<file path="src/rtl/core/gspq_pkg.sv">
package gspq_pkg;

  localparam int QUEUE_DEPTH  = 16;
  localparam int ACTION_COUNT = 32;
  localparam int STATE_COUNT  = 32;

  localparam int FUNC_W   = 2;
  localparam int ID_W     = 5;
  localparam int PRIO_W   = 8;
  localparam int QCNT_W   = 5;
  localparam int ACNT_W   = 6;

  localparam int LEN_W    = $clog2(QUEUE_DEPTH + 1);
  localparam int QIDX_W   = $clog2(QUEUE_DEPTH);
  localparam int ACT_IDX_W = (ACTION_COUNT > 1) ? $clog2(ACTION_COUNT) : 1;
  localparam int ST_IDX_W = (STATE_COUNT > 1) ? $clog2(STATE_COUNT) : 1;
  localparam int BLK_W    = $clog2(STATE_COUNT + 1);
  localparam int AID_EXT_W = (ACT_IDX_W > ID_W) ? ACT_IDX_W : ID_W;
  localparam int SID_EXT_W = (ST_IDX_W > ID_W) ? ST_IDX_W : ID_W;

  localparam logic [AID_EXT_W:0] ACTION_LIMIT = (AID_EXT_W + 1)'(ACTION_COUNT);
  localparam logic [SID_EXT_W:0] STATE_LIMIT  = (SID_EXT_W + 1)'(STATE_COUNT);

  localparam logic [FUNC_W-1:0] FUNC_ENQ  = 2'd0;
  localparam logic [FUNC_W-1:0] FUNC_DEQ  = 2'd1;
  localparam logic [FUNC_W-1:0] FUNC_SET  = 2'd2;
  localparam logic [FUNC_W-1:0] FUNC_ATTR = 2'd3;

  typedef struct packed {
    logic              le;
    logic [ID_W-1:0]   id;
    logic [PRIO_W-1:0] prio;
  } gspq_link_t;

  typedef struct packed {
    logic              ins_en;
    logic [ID_W-1:0]   id;
    logic [PRIO_W-1:0] prio;
  } gspq_bcast_t;

endpackage

</file>
<file path="src/rtl/core/gspq_if.sv">
interface gspq_in_if import gspq_pkg::*; ();
  logic              valid;
  logic              ready;
  logic [FUNC_W-1:0] func;
  logic [ID_W-1:0]   action_id;
  logic [ID_W-1:0]   state_id;
  logic              state_on;
  logic [PRIO_W-1:0] priority_req;
  logic              allow_repeat;

  modport source (output valid, func, action_id, state_id, state_on, priority_req,
                  allow_repeat, input ready);
  modport sink   (input valid, func, action_id, state_id, state_on, priority_req,
                  allow_repeat, output ready);
endinterface

interface gspq_out_if import gspq_pkg::*; ();
  logic              valid;
  logic              ready;
  logic              found;
  logic [ID_W-1:0]   out_action;
  logic              accepted;
  logic [QCNT_W-1:0] queue_count;
  logic [ACNT_W-1:0] active_count;

  modport source (output valid, found, out_action, accepted, queue_count, active_count,
                  input ready);
  modport sink   (input valid, found, out_action, accepted, queue_count, active_count,
                  output ready);
endinterface

</file>
<file path="src/rtl/core/gspq_cell.sv">
module gspq_cell import gspq_pkg::*; (
  input  logic        clk,
  input  gspq_bcast_t bcast,
  input  logic        occ,
  input  gspq_link_t  left,
  output gspq_link_t  link,
  output logic        dup
);

  logic [ID_W-1:0]   id_r;
  logic [PRIO_W-1:0] prio_r;

  assign link.le   = occ && (prio_r <= bcast.prio);
  assign link.id   = id_r;
  assign link.prio = prio_r;
  assign dup       = occ && (prio_r == bcast.prio) && (id_r == bcast.id);

  // shift up one place when the new entry lands at or below this cell
  always_ff @(posedge clk) begin
    if (bcast.ins_en && !link.le) begin
      if (left.le) begin
        id_r   <= bcast.id;
        prio_r <= bcast.prio;
      end else begin
        id_r   <= left.id;
        prio_r <= left.prio;
      end
    end
  end

endmodule

</file>
<file path="src/rtl/core/gspq_attr.sv">
module gspq_attr import gspq_pkg::*; (
  input  logic                 clk,
  input  logic                 rst_n,
  input  logic                 rd_en,
  input  logic [ACT_IDX_W-1:0] rd_idx,
  output logic [PRIO_W-1:0]    rd_prio_r,
  output logic                 rd_rep_r,
  input  logic                 wr_en,
  input  logic [ACT_IDX_W-1:0] wr_idx,
  input  logic [PRIO_W-1:0]    wr_prio,
  input  logic                 wr_rep
);

  logic [PRIO_W-1:0] prio_r [ACTION_COUNT];
  logic              rep_r  [ACTION_COUNT];

  always_ff @(posedge clk) begin
    if (!rst_n) begin
      for (int i = 0; i < ACTION_COUNT; i++) begin
        prio_r[i] <= '0;
        rep_r[i]  <= 1'b0;
      end
    end else if (wr_en) begin
      prio_r[wr_idx] <= wr_prio;
      rep_r[wr_idx]  <= wr_rep;
    end
  end

  always_ff @(posedge clk) begin
    if (rd_en) begin
      rd_prio_r <= prio_r[rd_idx];
      rd_rep_r  <= rep_r[rd_idx];
    end
  end

endmodule

</file>
<file path="src/rtl/core/gated_sorted_priority_queue.sv">
// results: the request is registered at the input beat and executes once the output
//   register is free; its result is then registered and offered on out_chan
// an input beat is taken only in the idle state; attribute lookup at the input beat,
//   compare and shift-insert across the cell chain when the request executes
// a waiting result does not stop the next input beat from being taken
// reset: synchronous active-low rst_n empties the queue, clears the blocking states, their
//   count and every action's priority and repeat flag
module gated_sorted_priority_queue import gspq_pkg::*; (
  input logic       clk,
  input logic       rst_n,
  gspq_in_if.sink   in_chan,
  gspq_out_if.source out_chan
);

  localparam logic ST_IDLE = 1'b0;
  localparam logic ST_EXEC = 1'b1;

  logic                  state_r, state_nxt;
  logic [FUNC_W-1:0]     func_r;
  logic [ID_W-1:0]       aid_r;
  logic                  aid_ok_r;
  logic [ST_IDX_W-1:0]   sidx_r;
  logic                  sid_ok_r;
  logic                  on_r;
  logic [PRIO_W-1:0]     preq_r;
  logic                  arep_r;

  logic [LEN_W-1:0]       len_r, len_nxt;
  logic [STATE_COUNT-1:0] st_bits_r, st_bits_nxt;
  logic [BLK_W-1:0]       blk_r, blk_nxt;

  logic                  out_valid_r;
  logic                  found_r;
  logic [ID_W-1:0]       act_r;
  logic                  acc_r;
  logic [LEN_W-1:0]      qcnt_r;
  logic [BLK_W-1:0]      acnt_r;

  logic [AID_EXT_W-1:0]  aid_ext;
  logic [SID_EXT_W-1:0]  sid_ext;
  logic                  in_beat;
  logic                  go;
  logic [PRIO_W-1:0]     look_prio;
  logic                  look_rep;
  logic                  full;
  logic                  dup_any;
  logic                  enq_ok;
  logic                  deq_ok;
  logic                  st_set;
  logic                  st_clr;
  logic [QIDX_W-1:0]     tail_idx;

  gspq_bcast_t           bcast;
  gspq_link_t            lnk [QUEUE_DEPTH];
  gspq_link_t            head_link;
  logic [QUEUE_DEPTH-1:0] dup;
  logic [QUEUE_DEPTH-1:0] occ;

  assign aid_ext  = AID_EXT_W'(in_chan.action_id);
  assign sid_ext  = SID_EXT_W'(in_chan.state_id);
  assign in_chan.ready = (state_r == ST_IDLE);
  assign in_beat  = in_chan.valid && in_chan.ready;
  assign go       = (state_r == ST_EXEC) && (!out_valid_r || out_chan.ready);

  gspq_attr u_attr (
    .clk       (clk),
    .rst_n     (rst_n),
    .rd_en     (in_beat),
    .rd_idx    (aid_ext[ACT_IDX_W-1:0]),
    .rd_prio_r (look_prio),
    .rd_rep_r  (look_rep),
    .wr_en     (go && (func_r == FUNC_ATTR) && aid_ok_r),
    .wr_idx    (ACT_IDX_W'(aid_r)),
    .wr_prio   (preq_r),
    .wr_rep    (arep_r)
  );

  // cell chain, entry 0 holds the lowest priority
  assign head_link = '{le: 1'b1, id: '0, prio: '0};
  assign bcast     = '{ins_en: go && enq_ok, id: aid_r, prio: look_prio};

  for (genvar i = 0; i < QUEUE_DEPTH; i++) begin : g_cell
    assign occ[i] = (LEN_W'(i) < len_r);
    gspq_cell u_cell (
      .clk   (clk),
      .bcast (bcast),
      .occ   (occ[i]),
      .left  ((i == 0) ? head_link : lnk[(i == 0) ? 0 : i - 1]),
      .link  (lnk[i]),
      .dup   (dup[i])
    );
  end

  assign dup_any  = |dup;
  assign full     = (len_r == LEN_W'(QUEUE_DEPTH));
  assign enq_ok   = (func_r == FUNC_ENQ) && aid_ok_r && !full && !(dup_any && !look_rep);
  assign deq_ok   = (func_r == FUNC_DEQ) && (blk_r == '0) && (len_r != '0);
  assign st_set   = (func_r == FUNC_SET) && sid_ok_r && on_r && !st_bits_r[sidx_r];
  assign st_clr   = (func_r == FUNC_SET) && sid_ok_r && !on_r && st_bits_r[sidx_r];
  assign tail_idx = QIDX_W'(len_r - LEN_W'(1));

  always_comb begin
    len_nxt     = len_r;
    blk_nxt     = blk_r;
    st_bits_nxt = st_bits_r;
    if (enq_ok) begin
      len_nxt = len_r + LEN_W'(1);
    end else if (deq_ok) begin
      len_nxt = len_r - LEN_W'(1);
    end
    if (st_set) begin
      st_bits_nxt[sidx_r] = 1'b1;
      blk_nxt             = blk_r + BLK_W'(1);
    end else if (st_clr) begin
      st_bits_nxt[sidx_r] = 1'b0;
      blk_nxt             = blk_r - BLK_W'(1);
    end
  end

  always_comb begin
    unique case (state_r)
      ST_IDLE: state_nxt = in_beat ? ST_EXEC : ST_IDLE;
      ST_EXEC: state_nxt = go ? ST_IDLE : ST_EXEC;
      default: state_nxt = ST_IDLE;
    endcase
  end

  always_ff @(posedge clk) begin
    if (!rst_n) begin
      state_r     <= ST_IDLE;
      len_r       <= '0;
      blk_r       <= '0;
      st_bits_r   <= '0;
      out_valid_r <= 1'b0;
    end else begin
      state_r <= state_nxt;
      if (go) begin
        len_r       <= len_nxt;
        blk_r       <= blk_nxt;
        st_bits_r   <= st_bits_nxt;
        out_valid_r <= 1'b1;
      end else if (out_chan.ready) begin
        out_valid_r <= 1'b0;
      end
    end
  end

  always_ff @(posedge clk) begin
    if (in_beat) begin
      func_r   <= in_chan.func;
      aid_r    <= in_chan.action_id;
      aid_ok_r <= ({1'b0, aid_ext} < ACTION_LIMIT);
      sidx_r   <= sid_ext[ST_IDX_W-1:0];
      sid_ok_r <= ({1'b0, sid_ext} < STATE_LIMIT);
      on_r     <= in_chan.state_on;
      preq_r   <= in_chan.priority_req;
      arep_r   <= in_chan.allow_repeat;
    end
  end

  always_ff @(posedge clk) begin
    if (go) begin
      found_r <= deq_ok;
      act_r   <= deq_ok ? lnk[tail_idx].id : '0;
      acc_r   <= enq_ok;
      qcnt_r  <= len_nxt;
      acnt_r  <= blk_nxt;
    end
  end

  assign out_chan.valid        = out_valid_r;
  assign out_chan.found        = found_r;
  assign out_chan.out_action   = act_r;
  assign out_chan.accepted     = acc_r;
  assign out_chan.queue_count  = QCNT_W'(qcnt_r);
  assign out_chan.active_count = ACNT_W'(acnt_r);

  a_len_bound: assert property (@(posedge clk) disable iff (!rst_n)
    len_r <= LEN_W'(QUEUE_DEPTH))
    else $error("queue length beyond depth");

  a_blk_count: assert property (@(posedge clk) disable iff (!rst_n)
    blk_r == BLK_W'($countones(st_bits_r)))
    else $error("blocking count out of step with state bits");

  a_found_unblocked: assert property (@(posedge clk) disable iff (!rst_n)
    out_chan.valid && out_chan.found |-> out_chan.active_count == '0)
    else $error("dequeue returned an action while blocked");

  a_one_kind: assert property (@(posedge clk) disable iff (!rst_n)
    out_chan.valid |-> !(out_chan.found && out_chan.accepted))
    else $error("result both dequeued and enqueued");

endmodule
</file>
<file path="src/flat_wrapper.sv">
// flat-port wrapper written by rule: the top's interface ports become plain ports
module gated_sorted_priority_queue_flat import gspq_pkg::*;
  (clk, rst_n, in_chan_valid, in_chan_func, in_chan_action_id, in_chan_state_id, in_chan_state_on, in_chan_priority_req, in_chan_allow_repeat, in_chan_ready, out_chan_valid, out_chan_found, out_chan_out_action, out_chan_accepted, out_chan_queue_count, out_chan_active_count, out_chan_ready);
  gspq_in_if in_chan_i ();
  gspq_out_if out_chan_i ();
  input logic clk;
  input logic rst_n;
  input wire logic [$bits(in_chan_i.valid)-1:0] in_chan_valid;
  input wire logic [$bits(in_chan_i.func)-1:0] in_chan_func;
  input wire logic [$bits(in_chan_i.action_id)-1:0] in_chan_action_id;
  input wire logic [$bits(in_chan_i.state_id)-1:0] in_chan_state_id;
  input wire logic [$bits(in_chan_i.state_on)-1:0] in_chan_state_on;
  input wire logic [$bits(in_chan_i.priority_req)-1:0] in_chan_priority_req;
  input wire logic [$bits(in_chan_i.allow_repeat)-1:0] in_chan_allow_repeat;
  output wire logic [$bits(in_chan_i.ready)-1:0] in_chan_ready;
  output wire logic [$bits(out_chan_i.valid)-1:0] out_chan_valid;
  output wire logic [$bits(out_chan_i.found)-1:0] out_chan_found;
  output wire logic [$bits(out_chan_i.out_action)-1:0] out_chan_out_action;
  output wire logic [$bits(out_chan_i.accepted)-1:0] out_chan_accepted;
  output wire logic [$bits(out_chan_i.queue_count)-1:0] out_chan_queue_count;
  output wire logic [$bits(out_chan_i.active_count)-1:0] out_chan_active_count;
  input wire logic [$bits(out_chan_i.ready)-1:0] out_chan_ready;
  assign in_chan_i.valid = in_chan_valid;
  assign in_chan_i.func = in_chan_func;
  assign in_chan_i.action_id = in_chan_action_id;
  assign in_chan_i.state_id = in_chan_state_id;
  assign in_chan_i.state_on = in_chan_state_on;
  assign in_chan_i.priority_req = in_chan_priority_req;
  assign in_chan_i.allow_repeat = in_chan_allow_repeat;
  assign in_chan_ready = in_chan_i.ready;
  assign out_chan_valid = out_chan_i.valid;
  assign out_chan_found = out_chan_i.found;
  assign out_chan_out_action = out_chan_i.out_action;
  assign out_chan_accepted = out_chan_i.accepted;
  assign out_chan_queue_count = out_chan_i.queue_count;
  assign out_chan_active_count = out_chan_i.active_count;
  assign out_chan_i.ready = out_chan_ready;
  gated_sorted_priority_queue u_core (.clk(clk), .rst_n(rst_n), .in_chan(in_chan_i), .out_chan(out_chan_i));
endmodule
</file>
<file path="config.mk">
export PLATFORM = sky130hd
export DESIGN_NAME = gated_sorted_priority_queue_flat
export DESIGN_NICKNAME = d
export VERILOG_FILES = /design/src/rtl/core/gspq_pkg.sv /design/src/rtl/core/gspq_if.sv /design/src/rtl/core/gspq_cell.sv /design/src/rtl/core/gspq_attr.sv /design/src/rtl/core/gated_sorted_priority_queue.sv /design/src/flat_wrapper.sv
export SDC_FILE = /design/constraint.sdc
export NUM_CORES = 1
export LEC_CHECK = 0
export BUFFER_PORTS_ARGS = -buffer_cell sky130_fd_sc_hd__buf_2
export CAP_MARGIN = 20
export CORE_MARGIN = 1.5
export CORE_UTILIZATION = 55
export CTS_BUF_LIST = sky130_fd_sc_hd__clkbuf_4 sky130_fd_sc_hd__clkbuf_8 sky130_fd_sc_hd__clkbuf_16
export DETAILED_ROUTE_END_ITERATION = 7
export GPL_ROUTABILITY_DRIVEN = 0
export PLACE_DENSITY_LB_ADDON = 0.2
export SYNTH_ARGS = -nofsm -noshare
export SYNTH_HDL_FRONTEND = slang
export SYNTH_SLANG_ARGS = --single-unit
export TNS_END_PERCENT = 100
</file>
<file path="constraint.sdc">
create_clock -name clk -period 11.85 [get_ports clk]
set_input_delay 0.5925 -clock clk [delete_from_list [all_inputs] [get_ports clk]]
set_output_delay 0.5925 -clock clk [all_outputs]
set_load 0.01 [all_outputs]
</file>
==> out/metrics.json, run 1 <==
{
  "power": {
    "power_switching_mw": 1.343,
    "pwr-share-comb_pct": 13.9,
    "ir_drop_uv": 121.1,
    "switching_share_pct": 25.90,
    "power.share.sequential_pct": 47.0,
    "pwr_density_cell_mw_per_mm2": 151.7,
    "internal_power_mw": 3.841,
    "clock_power_share_pct": 39.1,
    "leakage_nw": 12.45,
    "finalPower_mw": 5.183
  },
  "cells_and_area": {
    "antenna-diode-count": 0,
    "most-common-layout-cells": "sky130_fd_sc_hd__edfxtp_1, sky130_fd_sc_hd__and2_1, sky130_fd_sc_hd__mux2_2",
    "mostFrequentLayoutCell": "sky130_fd_sc_hd__edfxtp_1",
    "final_nets": 2508,
    "utilization_pct": 61.89,
    "drive_above_1_share_pct": 24.00,
    "final_cells": 3148,
    "syn2layout_area_growth_pct": 11.03,
    "postLayoutCellArea_mm2": 0.03416
  },
  "clock_tree": {
    "cts.repair_timing.setup_buffer_count": 0,
    "post_cts_hold_buffer_count": 0,
    "tritoncts": "yes",
    "cts_inserted_buffers": 66,
    "worstSkewPairLatency_ns": 0.61,
    "cts.clk_slew.worst_paths_ns": 0.06,
    "clock_tree.htree_level_count": 3,
    "postCtsResizedCells": 0,
    "cts_max_path_buffers": 3,
    "clock_tree_root_buffer_cell": "sky130_fd_sc_hd__clkbuf_16",
    "clock_sink_count": 590
  },
  "sta": {
    "setup_ws_ns": 6.743,
    "setup_repair_after_global_routing_missed_its_margin": "no",
    "clock_skew_ns": 0.01865,
    "final_min_period_over_clock_period_pct": 43.09,
    "period_minus_slack_ns": 5.107,
    "fmaxAchievable_mhz": 195.8,
    "final_hold_viol_count": 0,
    "slew_viol_final": 0,
    "fin_tns_setup_ns": 0,
    "finalSetupViolCount": 0,
    "worst-slew-pin-transition_ns": 1.133,
    "final.hold.worst_slack_ns": 0.1581,
    "max_slew_headroom_at_the_worst_pin_pct": 24.46
  },
  "placed_design": {
    "numPlacedInstances": 3012,
    "pre_cts_ws_ns": 6.778,
    "numPortBuffers": 45,
    "dp_hpwl_um": 52060,
    "placedInstanceArea_mm2": 0.03180
  },
  "yosys": {
    "synth_edf_count": 513,
    "synth.cell_area_mm2": 0.03077,
    "synth_nets": 2462,
    "synth-async-reset-ratio_pct": 0,
    "yosys-top-cells-area": "sky130_fd_sc_hd__edfxtp_1, sky130_fd_sc_hd__mux4_2, sky130_fd_sc_hd__mux2_2",
    "top_cell_type_s_share_of_synthesized_area_pct": 50.07,
    "postSynthCellCount": 2302,
    "synth.largest_area_cell": "sky130_fd_sc_hd__edfxtp_1",
    "synth_cell_type_count": 66,
    "proportion_of_synthesized_chip_area_in_sequential_cells_pct": 55.07,
    "synthesis.area_per_instance_um2": 13.37,
    "yosys_register_bits": 590,
    "ys_warn_count": 0,
    "synth_flop_cell": "sky130_fd_sc_hd__edfxtp_1"
  },
  "global_route": {
    "first_global_vias": 19710,
    "largest_net_degree_at_the_start_of_global_routing": 78,
    "grt_pass1_wl_um": 120200,
    "overflow": 0,
    "antenna_found_initial": 2,
    "global_route.usage.total_pct": 28.19
  },
  "floorplanning": {
    "placementRows": 86,
    "design.portCount": 46,
    "floorplan.core_area_mm2": 0.05520,
    "die_w_um": 239.5,
    "initial_core_utilization_pct": 55.74,
    "design.die.area_mm2": 0.05737,
    "overall_die_height_um": 239.5
  },
  "critical_path": {
    "origin_of_the_critical_flop_to_flop_path": "u_core.u_attr.rd_prio_r[7]",
    "worstSetupPathType": "flip-flop to flip-flop",
    "r2r_depth": 10,
    "critical_path.startpoint": "u_core.u_attr.rd_prio_r[7]",
    "ff2ff_setup_slack_ns": 6.74,
    "setup.worst_path.end": "u_core.g_cell[3].u_cell.id_r[4]",
    "setup.worst_path.end_class": "flip-flop",
    "timing.critical_path.fanout_max": 17,
    "worstPathArrival_ns": 5.32,
    "worstSetupStartpointType": "flip-flop",
    "crit-reg2reg-capture": "u_core.g_cell[3].u_cell.id_r[4]",
    "cp.required_ns": 12.06
  },
  "routing": {
    "avgViaCountPerCell": 6.161,
    "routed_wirelength_um": 78850,
    "ant_nets": 0,
    "drt-initial-drc-count": 1841,
    "drcViolationCount": 0,
    "drt_pass1_iterations": 5,
    "routed_wirelength_normalized_by_instance_count_um": 25.05,
    "detailroute.via_count": 19400
  },
  "hold_path": {
    "timing.hold.worst.class": "input pin to flip-flop"
  },
  "flow_run": {
    "total_of_max_cap_violations": 0
  },
  "outcome": {
    "outcome": "completed"
  }
}
-- worst max-delay path, cell delays in order (launching register included) --
cell and delay [ns]:
sky130_fd_sc_hd__edfxtp_1 0.83, sky130_fd_sc_hd__inv_1 0.64, sky130_fd_sc_hd__ha_1 0.51, sky130_fd_sc_hd__nand4_1 0.10, sky130_fd_sc_hd__or3_1 0.16, sky130_fd_sc_hd__nor3_1 0.09, sky130_fd_sc_hd__a221oi_1 0.40, sky130_fd_sc_hd__nor3b_2 0.32
sky130_fd_sc_hd__a21oi_2 0.17, sky130_fd_sc_hd__nand2b_2 0.51, sky130_fd_sc_hd__nor2_1 0.95
-- worst min path at each step --
stage / from / end / slack, ns / depth (start not counted)
4_1_cts: in_chan_state_id[0] / u_core.sidx_r[0] / 0.12 / 1
6_report: in_chan_allow_repeat / u_core.arep_r / 0.16 / 1
3_5_place_dp: flip-flop / flip-flop / 0.44 / 2
5_1_grt: in_chan_state_id[0] / u_core.sidx_r[0] / 0.13 / 1
3_3_place_gp: flip-flop / flip-flop / 0.44 / 2
2_1_floorplan: u_core.aid_r[0] / u_core.g_cell[0].u_cell.id_r[0] / 0.42 / 0
-- power groups by stage --
stage | sequential, mW | combinational [mW] | clock, mW
finish | 2.44 | 0.721 | 2.03
global route | 2.44 | 0.774 | 2.13
CTS | 2.44 | 0.695 | 2.05
detailed placement | 2.49 | 0.690 | 0
global placement | 2.48 | 0.670 | 0
floorplan | 2.43 | 0.509 | 0
-- cell families after synthesis --
kind of cell	count (synthesis)	synth area share (%)
AOI/OAI and AO/OA	257	5.079
xor gates and xnor gates	96	2.794
adders and majority gates	134	5.449
buffers and inverters	181	2.419
DFF	590	55.07
muxes	346	16.87
and+or+nand+nor	698	12.32
-- routing by layer --
layer	global-route usage (%)	wire length [µm]	vias up
li1	-	-	8697
met1	37.39	32190	9770
met2	47.15	38960	750
met3	4.368	4849	177
met4	10.16	2839	2
met5	0	13	-
-- synthesized netlist by cell type (3+ instances only) --
library cell	count
sky130_fd_sc_hd__o21a_1	31
sky130_fd_sc_hd__mux4_2	116
sky130_fd_sc_hd__edfxtp_1	513
sky130_fd_sc_hd__or3_1	3
sky130_fd_sc_hd__buf_2	25
sky130_fd_sc_hd__nor2_1	118
sky130_fd_sc_hd__o21ai_0	109
sky130_fd_sc_hd__nor2b_1	25
sky130_fd_sc_hd__a21oi_1	52
sky130_fd_sc_hd__a22oi_1	5
sky130_fd_sc_hd__and3_1	6
sky130_fd_sc_hd__and3b_1	3
sky130_fd_sc_hd__clkbuf_1	94
sky130_fd_sc_hd__nand2_1	141
sky130_fd_sc_hd__a21o_1	14
sky130_fd_sc_hd__o22ai_1	3
sky130_fd_sc_hd__dfxtp_1	77
sky130_fd_sc_hd__mux2i_1	34
sky130_fd_sc_hd__buf_1	16
sky130_fd_sc_hd__nand2b_1	13
sky130_fd_sc_hd__a211oi_1	17
sky130_fd_sc_hd__nand3_1	22
sky130_fd_sc_hd__nor3b_2	4
sky130_fd_sc_hd__buf_4	5
sky130_fd_sc_hd__nor3_1	18
sky130_fd_sc_hd__and2_1	260
sky130_fd_sc_hd__mux2_2	193
sky130_fd_sc_hd__inv_1	37
sky130_fd_sc_hd__xnor2_1	41
sky130_fd_sc_hd__or2_2	6
sky130_fd_sc_hd__ha_1	134
sky130_fd_sc_hd__xor2_1	54
sky130_fd_sc_hd__nor4_1	5
sky130_fd_sc_hd__a31oi_1	3
sky130_fd_sc_hd__o211ai_1	6
sky130_fd_sc_hd__a22oi_2	4
sky130_fd_sc_hd__nand4_1	54
sky130_fd_sc_hd__nand3b_1	5
-- state kept, by name (all words and copies together) (netlist names), 6 cells and up, named ones only --
signal,cells
u_core.u_attr.rd_prio_r,8
u_core.out_chan.active_count,6
u_core.g_cell.u_cell.id_r,80
u_core.blk_r,6
u_core.u_attr.rep_r,32
u_core.preq_r,8
u_core.g_cell.u_cell.prio_r,128
u_core.u_attr.prio_r,256
-- cell type report --
class	instances	area, µm²
Multi-Input combinational cell	1531	13100
Inverter	39	146.4
Tap cell	748	935.9
Timing Repair Buffer	120	884.6
Clock inverter	26	212.7
Fill cell	4164	21040
Sequential cell	590	16950
Clock buffer	94	1939
Note: power is estimated with default switching activity, not from simulation.
==> inputs of run 2 (changes only) <==
==> constraint.sdc (replaced) <==
create_clock -name clk -period 4.1 [get_ports clk]
set_input_delay 0.205 -clock clk [delete_from_list [all_inputs] [get_ports clk]]
set_output_delay 0.205 -clock clk [all_outputs]
set_load 0.01 [all_outputs]
==> run 2 against run 1 <==
Net effect: core utilization rose by 1.4 points; first-iteration DRC count rose by 6.4%; cell count rose by 2.1%; cell area rose by 2.2%; combinational power rose to 3.0 times the previous value; sequential cell count did not move; non-clock buffer count rose by 66; sequential share of layout area fell by 1.1 points; largest power group unchanged; highest routed layer is now met4.
==> out/metrics.json, run 2 (same netlist as run 1, synthesis figures left out) <==
{
  "cells_and_area": {
    "largest_register_ff_count": 256,
    "antenna-diode-count": 0,
    "syn2layout_area_growth_pct": 13.48,
    "fillCellCount": 4090,
    "most-common-layout-cells": "sky130_fd_sc_hd__edfxtp_1, sky130_fd_sc_hd__and2_1, sky130_fd_sc_hd__mux2_2",
    "biggestRegsByFlops": "u_core.u_attr.prio_r x256, u_core.g_cell.u_cell.prio_r x128, u_core.g_cell.u_cell.id_r x80",
    "area.sequential_mm2": 0.01695,
    "multiInputGateArea_mm2": 0.01310,
    "mostFrequentLayoutCell": "sky130_fd_sc_hd__edfxtp_1",
    "max_flop_register": "u_core.u_attr.prio_r",
    "drive_above_1_share_pct": 25.06,
    "final_nets": 2574
  },
  "critical_path": {
    "timing.critical_path.fanout_max": 15,
    "crit_slowest_cell": "sky130_fd_sc_hd__nor4_2",
    "critical_path.startpoint": "u_core.u_attr.rd_prio_r[7]",
    "crit_chain": "inv_1, buf_4, ha_1, nand4_1, a211oi_1, nand4_1, o31ai_1, nor4_2, a21oi_2, nand2b_2, nor2_1, buf_4",
    "worstSetupStartpointType": "flip-flop",
    "origin_of_the_critical_flop_to_flop_path": "u_core.u_attr.rd_prio_r[7]",
    "setup.worst_path.end_class": "flip-flop",
    "cp.required_ns": 4.39,
    "worstSetupPathType": "flip-flop to flip-flop",
    "worstPathArrival_ns": 4.07,
    "max_stage_delay_ns": 0.51
  },
  "placed_design": {
    "pre_cts_ws_ns": 0.4171,
    "numPortBuffers": 45,
    "dp_hpwl_um": 53230
  },
  "sta": {
    "fin_tns_setup_ns": 0,
    "worst-slew-pin-transition_ns": 1.069,
    "finalSetupViolCount": 0,
    "clock_skew_ns": 0.02992,
    "setup_repair_after_global_routing_missed_its_margin": "no",
    "final_hold_viol_count": 0,
    "setup_ws_ns": 0.3212,
    "period_minus_slack_ns": 3.779,
    "fmaxAchievable_mhz": 264.6,
    "max_slew_headroom_at_the_worst_pin_pct": 28.55,
    "final_min_period_over_clock_period_pct": 92.17,
    "slew_viol_final": 0,
    "final.hold.worst_slack_ns": 0.1888
  },
  "routing": {
    "drt-initial-drc-count": 1959,
    "met3_wirelength_um": 4767,
    "drt_pass1_iterations": 5,
    "routed_wirelength_um": 78660,
    "m1WireLength_um": 32870,
    "drcViolationCount": 0,
    "detailroute.via_count": 19550,
    "ant_nets": 0,
    "routed_wirelength_normalized_by_instance_count_um": 24.47,
    "wl_met2_um": 37890,
    "top_layer": "met4",
    "avgViaCountPerCell": 6.084
  },
  "floorplanning": {
    "design.die.area_mm2": 0.05737,
    "overall_die_height_um": 239.5,
    "placementRows": 86,
    "initial_core_utilization_pct": 55.74,
    "die_w_um": 239.5,
    "design.portCount": 46,
    "floorplan.core_area_mm2": 0.05520
  },
  "outcome": {
    "outcome": "completed"
  },
  "power": {
    "pwr_density_cell_mw_per_mm2": 440.0,
    "power_switching_mw": 3.854,
    "internal_power_mw": 11.51,
    "ir_drop_uv": 347.8,
    "switching_share_pct": 25.08,
    "pwr-share-comb_pct": 14.2,
    "leakage_nw": 12.86,
    "clock_power_share_pct": 40.1,
    "power.share.sequential_pct": 45.6
  },
  "clock_tree": {
    "clock_tree.htree_level_count": 3,
    "cts.repair_timing.setup_buffer_count": 0,
    "clock_tree_root_buffer_cell": "sky130_fd_sc_hd__clkbuf_16",
    "worstSkewPairLatency_ns": 0.61,
    "cts_inserted_buffers": 66,
    "tritoncts": "yes",
    "cts_max_path_buffers": 3,
    "clock_sink_count": 590,
    "cts.clk_slew.worst_paths_ns": 0.06
  },
  "global_route": {
    "global_route.usage.total_pct": 28.03,
    "first_global_vias": 19580,
    "antenna_found_initial": 1,
    "grt_pass1_wl_um": 120200,
    "largest_net_degree_at_the_start_of_global_routing": 77,
    "overflow": 0
  },
  "hold_path": {
    "holdCritStartpoint": "in_chan_action_id[3]",
    "timing.hold.worst.class": "input pin to flip-flop"
  },
  "flow_run": {
    "total_of_max_cap_violations": 0
  }
}
## run 2: worst max-delay path: cells and delay by family, from the launching register on
| kind | cells | cell delay, ns |
|---|---|---|
| compound gates | 3 | 0.32 |
| buf+inv | 3 | 0.96 |
| fa+ha+maj | 1 | 0.25 |
| flops | 1 | 0.39 |
| simple gates | 5 | 1.55 |
## run 2: worst paths after layout
| path | end | slack (ns) | cells after the start |
|---|---|---|---|
| worst min-delay path | u_core.aid_r[3] | 0.19 | 1 |
| worst max-delay path | u_core.g_cell[5].u_cell.prio_r[5] | 0.32 | 12 |
| worst max register to register | u_core.g_cell[5].u_cell.prio_r[5] | 0.32 | 12 |
| worst min register to register | flip-flop | 0.45 | 2 |
## run 2: area by class of cell
| cell class | count | area share (%) |
|---|---|---|
| clock buffer | 85 | 5.311 |
| clock inverter | 35 | 1.215 |
| inverter | 39 | 0.4192 |
| multi-input combinational | 1531 | 37.51 |
| sequential | 590 | 48.54 |
| tap | 748 | 2.680 |
| timing repair buffer | 186 | 4.329 |
## run 2: stage by stage
| stage | util (%) | power (mW) | area, µm² | cells |
|---|---|---|---|---|
| after floorplan | - | 8.500 | 30770 | 2302 |
| after global placement | 58.58 | 9.210 | 32340 | 3069 |
| after detailed placement | 58.63 | 9.259 | 32370 | 3070 |
| after CTS | 63.12 | 15.42 | 34840 | 3210 |
| after global routing | 63.26 | 15.83 | 34920 | 3214 |
| final | 63.26 | 15.36 | 34920 | 3214 |
## run 2: timing repair
action | CTS | global route
endpoints found under the hold margin | 20 | 0
endpoints found under the setup margin | 0 | 0
hold buffers | 20 | 0
gates resized for setup | 0 | 0
## run 2: routing by layer
layer	track usage (%)	vias to the layer above
met4	11.43	0
li1	-	8831
met2	45.83	781
met1	37.86	9780
met5	0	-
met3	3.918	162
## run 2: power groups by stage
stage	Clock (mW)	Sequential, mW	Combinational [mW]
4_1_cts	6.25	7.02	2.15
2_1_floorplan	0	7.03	1.47
6_report	6.17	7.01	2.19
3_3_place_gp	0	7.14	2.07
5_1_grt	6.45	7.03	2.35
3_5_place_dp	0	7.15	2.11
